File: config.mk
export PLATFORM = sky130hd
export DESIGN_NAME = mhipq_level
export DESIGN_NICKNAME = d
export VERILOG_FILES = /design/src/max_heap_insert_position_query_top_defines.svh /design/src/mhipq_pkg.sv /design/src/mhipq_level.sv
export SDC_FILE = /design/constraint.sdc
export NUM_CORES = 1
export LEC_CHECK = 0
export ABC_AREA = 1
export BUFFER_PORTS_ARGS = -buffer_cell sky130_fd_sc_hd__buf_2
export CORE_ASPECT_RATIO = 0.8
export CORE_UTILIZATION = 50
export CTS_BUF_LIST = sky130_fd_sc_hd__clkbuf_4
export CTS_CLUSTER_SIZE = 8
export DETAILED_ROUTE_END_ITERATION = 7
export HOLD_SLACK_MARGIN = 0.12
export PLACE_DENSITY_LB_ADDON = 0.08
export SKIP_CTS_REPAIR_TIMING = 1
export SKIP_LAST_GASP = 1
export SLEW_MARGIN = 25
export SYNTH_ARGS = -nofsm -noshare
export SYNTH_HDL_FRONTEND = slang
export SYNTH_SLANG_ARGS = --single-unit
File: constraint.sdc
create_clock -name i_clk -period 2.2 [get_ports i_clk]
set_clock_uncertainty 0.1 [all_clocks]
set_input_delay 0.33 -clock i_clk [delete_from_list [all_inputs] [get_ports i_clk]]
set_output_delay 0.33 -clock i_clk [all_outputs]
set_load 0.1 [all_outputs]
File: src/max_heap_insert_position_query_top_defines.svh
// ----------------------------------------------------------------------------
// max_heap_insert_position_query_top_defines
// assertion macros for the heap insert and position query block
// ----------------------------------------------------------------------------
`ifndef MAX_HEAP_INSERT_POSITION_QUERY_TOP_DEFINES_SVH
`define MAX_HEAP_INSERT_POSITION_QUERY_TOP_DEFINES_SVH

`ifndef SYNTH
`define MHIPQ_ASSERT(lbl, clk, rst_n, prop) \
    lbl: assert property (@(posedge clk) disable iff (!rst_n) prop) \
        else $error("mhipq assertion failed");
`define MHIPQ_ASSERT_IMPL(lbl, clk, rst_n, ante, cons) \
    lbl: assert property (@(posedge clk) disable iff (!rst_n) (ante) |-> (cons)) \
        else $error("mhipq implication failed");
`else
`define MHIPQ_ASSERT(lbl, clk, rst_n, prop)
`define MHIPQ_ASSERT_IMPL(lbl, clk, rst_n, ante, cons)
`endif

`endif

File: src/mhipq_pkg.sv
// ----------------------------------------------------------------------------
// mhipq_pkg
// shared types and constants of the heap insert and position query block
// ----------------------------------------------------------------------------
package mhipq_pkg;

    localparam int KIND_W   = 2;
    localparam int KEY_W    = 32;
    localparam int ARR_W    = 11;
    localparam int STATUS_W = 3;
    localparam int LEVEL_W  = 4;
    localparam int POS_W    = 11;

    localparam logic [KIND_W-1:0] KIND_INSERT = 2'd0;
    localparam logic [KIND_W-1:0] KIND_QUERY  = 2'd1;
    localparam logic [KIND_W-1:0] KIND_CLEAR  = 2'd2;

    typedef logic [STATUS_W-1:0] t_status;

    localparam t_status ST_INSERTED  = 3'd0;
    localparam t_status ST_FOUND     = 3'd1;
    localparam t_status ST_NOT_FOUND = 3'd2;
    localparam t_status ST_FULL      = 3'd3;
    localparam t_status ST_CLEARED   = 3'd4;

    typedef enum logic [2:0] {
        S_IDLE,
        S_READ,
        S_CMP,
        S_PLACE,
        S_QWAIT,
        S_LEVEL,
        S_DONE
    } t_state;

endpackage

File: src/mhipq_level.sv
// ----------------------------------------------------------------------------
// mhipq_level
// iterative shifter turning a heap slot into its level and position in level
// ----------------------------------------------------------------------------
module mhipq_level #(
    parameter int AW = 10
) (
    input  logic                            i_clk,
    input  logic                            i_rst_n,
    input  logic                            i_start,
    input  logic [AW-1:0]                   i_slot,
    output logic                            o_done,
    output logic [mhipq_pkg::LEVEL_W-1:0]   o_level,
    output logic [mhipq_pkg::POS_W-1:0]     o_position
);

    localparam int NW  = AW + 1;
    localparam int LVW = $clog2(AW + 2);

    logic           r_busy;
    logic           r_done;
    logic [NW-1:0]  r_n;
    logic [NW-1:0]  r_work;
    logic [NW-1:0]  r_first;
    logic [LVW-1:0] r_level;

    logic [NW-1:0]                        w_pos;
    logic [NW+mhipq_pkg::POS_W-1:0]       w_pos_ext;
    logic [LVW+mhipq_pkg::LEVEL_W-1:0]    w_lvl_ext;

    always_ff @(posedge i_clk) begin
        if (!i_rst_n) begin
            r_busy <= 1'b0;
            r_done <= 1'b0;
        end else begin
            r_done <= 1'b0;
            if (i_start) begin
                r_busy <= 1'b1;
            end else if (r_busy && (r_work <= NW'(1))) begin
                r_busy <= 1'b0;
                r_done <= 1'b1;
            end
        end
    end

    always_ff @(posedge i_clk) begin
        if (i_start) begin
            r_n     <= NW'(i_slot) + NW'(1);
            r_work  <= NW'(i_slot) + NW'(1);
            r_first <= NW'(1);
            r_level <= LVW'(1);
        end else if (r_busy && (r_work > NW'(1))) begin
            r_work  <= r_work >> 1;
            r_first <= r_first << 1;
            r_level <= r_level + LVW'(1);
        end
    end

    assign w_pos      = r_n - r_first + NW'(1);
    assign w_pos_ext  = {{mhipq_pkg::POS_W{1'b0}}, w_pos};
    assign w_lvl_ext  = {{mhipq_pkg::LEVEL_W{1'b0}}, r_level};
    assign o_done     = r_done;
    assign o_level    = w_lvl_ext[mhipq_pkg::LEVEL_W-1:0];
    assign o_position = w_pos_ext[mhipq_pkg::POS_W-1:0];

endmodule

# Word level (Yosys, flattened, before mapping)
# Index checks and enable logic that the tools add are counted.
# totals
reg_bits	39
word_cells	23
# classes
add_sub_neg	4
magnitude_cmp	2
n_mux	5
n_bitwise	1
n_reduce_logical	5
# ops
op	n
$mux 11	2
$add 10x1->11 const B	1
$add 11x1->11 const B	1
$gt 11x1->1 const B	1
$le 11x1->1 const B	1
$sub 11x11->11	1
$add 4x1->4 const B	1
$reduce_bool 2->1	2
$mux 1	3
$logic_and 1x1->1	2
$reduce_or 2->1	1
$not 1->1	1

# Logic depth before layout (Yosys ltp)
# Gate-level depths: netlist (run 1).
# logic_depth
depth_word	4
mapped_depth	12
depth_no_buf	12

# Worst setup path before layout (run 1)
# Ideal clock, no wire load.
# synth_path
path_type	register -> output
start	register r_n[1]
end	output port o_position[5] (netlist bit)
t_arrival_ns	2.870
required_ns	1.770
slack_ns	-1.100
stages_incl_launch_ff	9
path_cell_list	edfxtp_1 > inv_1 > ha_1 > inv_1 > ha_1 > fa_1 > nand3_1 > nand2_1 > xor2_1
# synth_via
elab_chain_len	2
# synth_rtl
item	line_no	text
start, declared	mhipq_level.sv:22	logic [NW-1:0] r_n;
start signal, assigned	mhipq_level.sv:48	r_n <= NW'(i_slot) + NW'(1);
$sub 11x11->11	mhipq_level.sv:59	assign w_pos = r_n - r_first + NW'(1);
$add 11x1->11	mhipq_level.sv:59	
end, declared	mhipq_level.sv:14	output logic [mhipq_pkg::POS_W-1:0] o_position
# No other way between the ends.

# Final worst setup path (run 1)
# layout_path
start	register r_n[1]
end	output port o_position[9] (netlist bit)
# Same word-level chain as after synthesis.

==> qor.yml, run 1 <==
outcome: "finished, violations left"
violations: "negative setup slack"
power.density_nw_per_um2: 956
syn_nets: 324
holdPathEnd: "r_busy$_SDFFE_PN0P_"
grt_pass1_vias: 1890
wire_per_inst_um: 13.9
drc: 0
critPathArrivalTime_ps: 2290
worstPathRequired_ps: 1770
yosys.area_share.simple_pct: 30.9
io_buffers: 28
crit_chain: "inv_1 -> ha_1 -> inv_2 -> ha_4 -> fa_2 -> nand3_4 -> nand2_4 -> nand2_4 -> nand2_4 -> nand2_4 -> nand2_8 -> buf_12"
crit_path_end_kind: "output pin"
die_area_um2: 5120
initial_utilization_pct: 52.2
ant_nets: 0
synth_top_cell_area_share_pct: 26.1
hpwl_mm: 4.04
p_clk_share_pct: 11.0
postRouteWirelength_mm: 5.75
gr-total-overflow: 0
avgSynthCellArea_um2: 8.36
die_h_um: 64.2
antenna_found_initial: 0
cts_made_buffers: 5
synth_compound_area_share_pct: 4.35
synth_top_family_by_area: "simple AND/OR/NAND/NOR gates"
clock_sinks: 38
clkSlewWorstSetupHoldPaths_ps: 120
synth_area_leaders: "edfxtp_1, dfxtp_1, nand2_1, ha_1, inv_1"
switching_share_pct: 46.7
fin_tns_setup_ps: -3520
ios: 29
r2r-end: "r_work[7]$_DFFE_PP_"
final_core_util_pct: 76.9
synth_xor_area_share_pct: 5.08
diodes: 0
crit_fanout: 2
p_sw_mw: 1.59
fin_crit_ps: 2720
cpLargestDelayFamily: "adder cells"
cpMostUsedCell: "nand2_4"
synthCells: 289
synth-edff-count: 21
grt.total_usage_pct: 22.4
gp_congestion: 0.883
vias: 2113
area_delta_synth_final_pct: 47.2
finalCritPeriodShare_pct: 123
crit_slowest_cell: "fa_2"
worstReg2RegStart: "r_work[2]$_DFFE_PP_"
rows: 22
yosysWarnings: 0
cts-root-buf: "clkbuf_4"
async_flop_share_pct: 0
hold_depth: 3
combPwrFrac_pct: 63.7
p_int_mw: 1.81
die_w_um: 79.7
final_nets: 387
finalHoldViolCount: 0
rrSetupSlack_ps: 500
syn_area_um2: 2420
hp-class: "input pin to flip-flop"
synth_fa_ha_area_share_pct: 11.7
path_class: "flip-flop to output pin"
timing.slew.headroom_pct: 67.9
tightest_slew_ps: 484
peakVddDrop_uv: 1570
setup_slack_ps: -517
cp_slowest_stage_delay_ps: 410
grt_setup_unrepaired: "yes"
cts_tree: "yes"
grt_max_degree: 23
synth.distinct_cells: 32
post-place-ws_ps: -244
cts_buffer_depth: 2
hp-start: "i_rst_n"
core_area_um2: 4620
synth_mux_area_share_pct: 0
leakage_nw: 1.61
cap_violations: 0
finalSetupViolations: 9
reg2reg_depth: 4
synth_ff_type: "edfxtp_1"
ys_ff_latch: 38
pwr-share-seq_pct: 25.3
yosysMostFrequentCell: "nand2_1"
htreeDepth: 2
drt_iter0_drc: 114
max_freq_ghz: 0.368
insertion_delay_ps: 340
worst_setup_path_start_kind: "flip-flop"
grt_pass1_wl_mm: 8.71
final_layout_size_suffix_gt1_share_pct: 42.8
seq_area_frac_synth_pct: 40.2
firstDrtPassIters: 4
yosys.area.top_type: "edfxtp_1"
drv_slew: 0
critPathBufInv: 3
synth_commonest_cells: "nand2_1, inv_1, nor2_1"
routed_via_density: 5.12
[power by group through the flow]
| stage | clock network [mW] | registers (mW) | logic, mW |
|---|---|---|---|
| final | 0.373 | 0.860 | 2.17 |
| after global routing | 0.406 | 0.866 | 2.27 |
| after CTS | 0.372 | 0.855 | 1.97 |
| after detailed placement | 0 | 0.871 | 1.96 |
| after global placement | 0 | 0.869 | 1.95 |
| after floorplan | 0 | 0.902 | 1.31 |
[layer usage]
metal	global-route usage (%)	up-vias	share of wire (%)
li1	-	1052	-
met4	4.09	0	0.76
met1	31.5	998	45
met3	4.29	6	4.1
met5	0	-	0
met2	35.8	57	50
[worst max path at each step]
stage / end / cells after the start / start
global placement: o_position[8] / 11 / r_n[2]$_DFFE_PP_
detailed placement: o_position[8] / 11 / r_n[2]$_DFFE_PP_
global route: o_position[9] / 12 / r_n[1]$_DFFE_PP_
CTS: o_position[8] / 11 / r_n[2]$_DFFE_PP_
finish: o_position[9] / 12 / r_n[1]$_DFFE_PP_
floorplan: o_position[5] / 8 / r_n[1]$_DFFE_PP_
[kinds of logic (layout without fill, tap and decap cells)]
group,after synthesis,after routing
and+or+nand+nor,156,156
buffers and inverters,43,107
xor gates and xnor gates,14,14
adders and majority gates,22,22
AOI/OAI and AO/OA,16,16
DFF,38,38
[per-stage QoR]
stage,total power [mW],hold slack [ps],std cells,cell area (um2)
after floorplan,2.21,303,289,2680
after global placement,2.82,353,404,3240
after detailed placement,2.83,352,404,3240
after CTS,3.20,127,412,3290
after global routing,3.55,135,413,3560
final,3.40,131,413,3560
[sequential cells by signal, indices dropped and copies added (netlist names)]
register and flops:
r_busy 1, r_work 10, r_n 11, o_done 1
r_first 11, o_level 4
[layout by cell type (no fill, tap or decap), types with 2 or more instances in the layout]
cell and instances:
nand2_1 66, inv_1 33, buf_4 31, nor2_1 23, edfxtp_1 21, buf_2 19
ha_4 17, nand3_1 16, nor2_4 11, dfxtp_1 11, buf_12 10, nand2_2 8
nand2_4 8, xor2_1 8, nor2_2 6, clkbuf_4 6, dfxtp_2 6, nand3_2 4
a21oi_1 4, ha_1 4, inv_2 3, a21oi_2 3, nand3_4 3, nand2_8 3
xor2_4 3, nand3b_1 3, nand4_1 3, a21o_1 2, xnor2_1 2, o21ai_0 2
buf_6 2
[tightest hold or removal path, cell delays in order]
cell and delay, ps:
buf_2 100, inv_1 70, a21oi_1 40
[layout make-up]
cell class | instances | area, um2
clock buffer | 6 | 45.0
clock inverter | 2 | 8.76
fill | 335 | 1070
inverter | 37 | 141
multi-input combinational | 208 | 1760
sequential | 38 | 978
tap | 60 | 75.1
timing repair buffer | 62 | 551
(Power assumes the default switching activity.)
==> run 2: changes to the inputs <==
--- a/config.mk
+++ b/config.mk
@@ -6,7 +6,7 @@
 export NUM_CORES = 1
 export LEC_CHECK = 0
 export ABC_AREA = 1
-export BUFFER_PORTS_ARGS = -buffer_cell sky130_fd_sc_hd__buf_2
+export BUFFER_PORTS_ARGS = -buffer_cell sky130_fd_sc_hd__buf_4
 export CORE_ASPECT_RATIO = 0.8
 export CORE_UTILIZATION = 50
 export CTS_BUF_LIST = sky130_fd_sc_hd__clkbuf_4
==> constraint.sdc (replaced) <==
create_clock -name i_clk -period 3.29 [get_ports i_clk]
set_clock_uncertainty 0.1 [all_clocks]
set_input_delay 0.4935 -clock i_clk [delete_from_list [all_inputs] [get_ports i_clk]]
set_output_delay 0.4935 -clock i_clk [all_outputs]
set_load 0.1 [all_outputs]
==> run 2 against run 1 <==
- the run now ends clean
- cell area decreased by 22%
- count of clock-buffer cells in the layout decreased by 1
- sequential power decreased by 33%
- worst setup slack improved by 780 ps
- sequential share of layout area increased by 7.4 points
- first-iteration DRC count decreased by 38%
- critical path type unchanged
- critical endpoint unchanged
- largest cell class unchanged
==> qor.yml, run 2 (same netlist as run 1, synthesis figures left out) <==
cts_made_buffers: 5
insertion_delay_ps: 340
crit_chain: "inv_1 -> ha_1 -> inv_1 -> ha_1 -> fa_1 -> nand3_1 -> nand2_1 -> nand2_1 -> nand3_1 -> nand2_1 -> buf_4"
crit_slowest_cell: "fa_1"
gr-total-overflow: 0
route.met2.wl_mm: 1.76
cpMostUsedCell: "nand2_1"
grt_setup_unrepaired: "no"
worst_setup_path_start_kind: "flip-flop"
drt_iter0_drc: 71
whs_ps: 307
worstPathRequired_ps: 2700
area_delta_synth_final_pct: 15.2
firstDrtPassIters: 4
cts_buffer_depth: 2
crit_path_end_kind: "output pin"
fin_tns_setup_ps: 0
grt_max_degree: 27
peakVddDrop_uv: 530
die_w_um: 79.7
cts-root-buf: "clkbuf_4"
rows: 22
critPathArrivalTime_ps: 2430
cts_tree: "yes"
timing.slew.headroom_pct: 63.2
drc: 0
max_freq_ghz: 0.330
vias: 1827
ios: 29
cp_slowest_stage_delay_ps: 410
initial_utilization_pct: 52.2
ant_nets: 0
layout_common_cells: "nand2_1, inv_1, buf_4"
maxUsedRoutingLayer: "met4"
p_total_mw: 1.86
clkSlewWorstSetupHoldPaths_ps: 120
finalCritPeriodShare_pct: 92.0
wl_met1_mm: 2.31
final_core_util_pct: 60.2
final_nets: 353
design_area_um2: 2780
mostFrequentLayoutCell: "nand2_1"
routed_via_density: 4.82
worstReg2RegStart: "r_busy$_SDFFE_PN0P_"
finalHoldViolCount: 0
postRouteWirelength_mm: 4.28
htreeDepth: 2
drv_slew: 0
die_area_um2: 5120
power.density_nw_per_um2: 669
grt_pass1_vias: 1648
final_layout_size_suffix_gt1_share_pct: 19.1
antenna_found_initial: 0
die_h_um: 64.2
path_class: "flip-flop to output pin"
hp-class: "input pin to flip-flop"
clock_sinks: 38
finalSetupViolations: 0
core_area_um2: 4620
hpwl_mm: 3.36
hp-start: "i_rst_n"
placed_cell_area_um2: 2680
top_regs: "r_first (11), r_n (11), r_work (10)"
cap_violations: 0
crit_fanout: 4
fin_crit_ps: 3030
diodes: 0
startpoint: "r_n[1]$_DFFE_PP_"
grt_pass1_wl_mm: 7.48
grt.total_usage_pct: 19.3
gp_congestion: 0.753
tightest_slew_ps: 552
leakage_nw: 1.36
io_buffers: 28
outcome: "complete, no violations"
wl_met3_um: 155
wire_per_inst_um: 11.3
run 2: layout make-up:
class	count	area [um2]
Clock buffer	5	37.5
Timing Repair Buffer	28	210
Clock inverter	3	68.8
Multi-Input combinational cell	208	1280
Sequential cell	38	971
Fill cell	445	1840
Tap cell	60	75.1
Inverter	37	141
run 2: per-stage QoR:
stage	instances	setup slack (ps)
after global routing	379	24.4
after floorplan	289	4.41
after CTS	379	222
final	379	262
after detailed placement	371	620
after global placement	371	653
run 2: worst paths after layout:
kind / endpoint / slack (ps) / cells past startpoint
setup / recovery: o_position[9] / 260 / 11
setup reg to reg: r_work[6]$_DFFE_PP_ / 1520 / 3
hold reg to reg: r_first[2]$_SDFFE_PP0P_ / 400 / 2
hold / removal: r_busy$_SDFFE_PN0P_ / 310 / 3
run 2: critical path: cells and delay by family, from the launching register on:
kind | cells | cell delay [ps]
adder cells (fa/ha/maj) | 3 | 920
AND/OR/NAND/NOR | 5 | 480
buffers and inverters | 3 | 360
flip-flops | 1 | 340
run 2: power by group:
part / total (mW) / switching [mW] / internal (mW)
sequential: 0.577 / 0.0314 / 0.546
clock: 0.398 / 0.161 / 0.238
combinational: 0.887 / 0.667 / 0.221
total: 1.86 / 0.859 / 1.00
run 2: routing by layer:
layer  global-route usage (%)  vias to the layer above
li1                         -                      983
met1                     27.5                      806
met2                     28.3                       29
met3                     5.00                        9
met4                     6.14                        0
met5                        0                        -
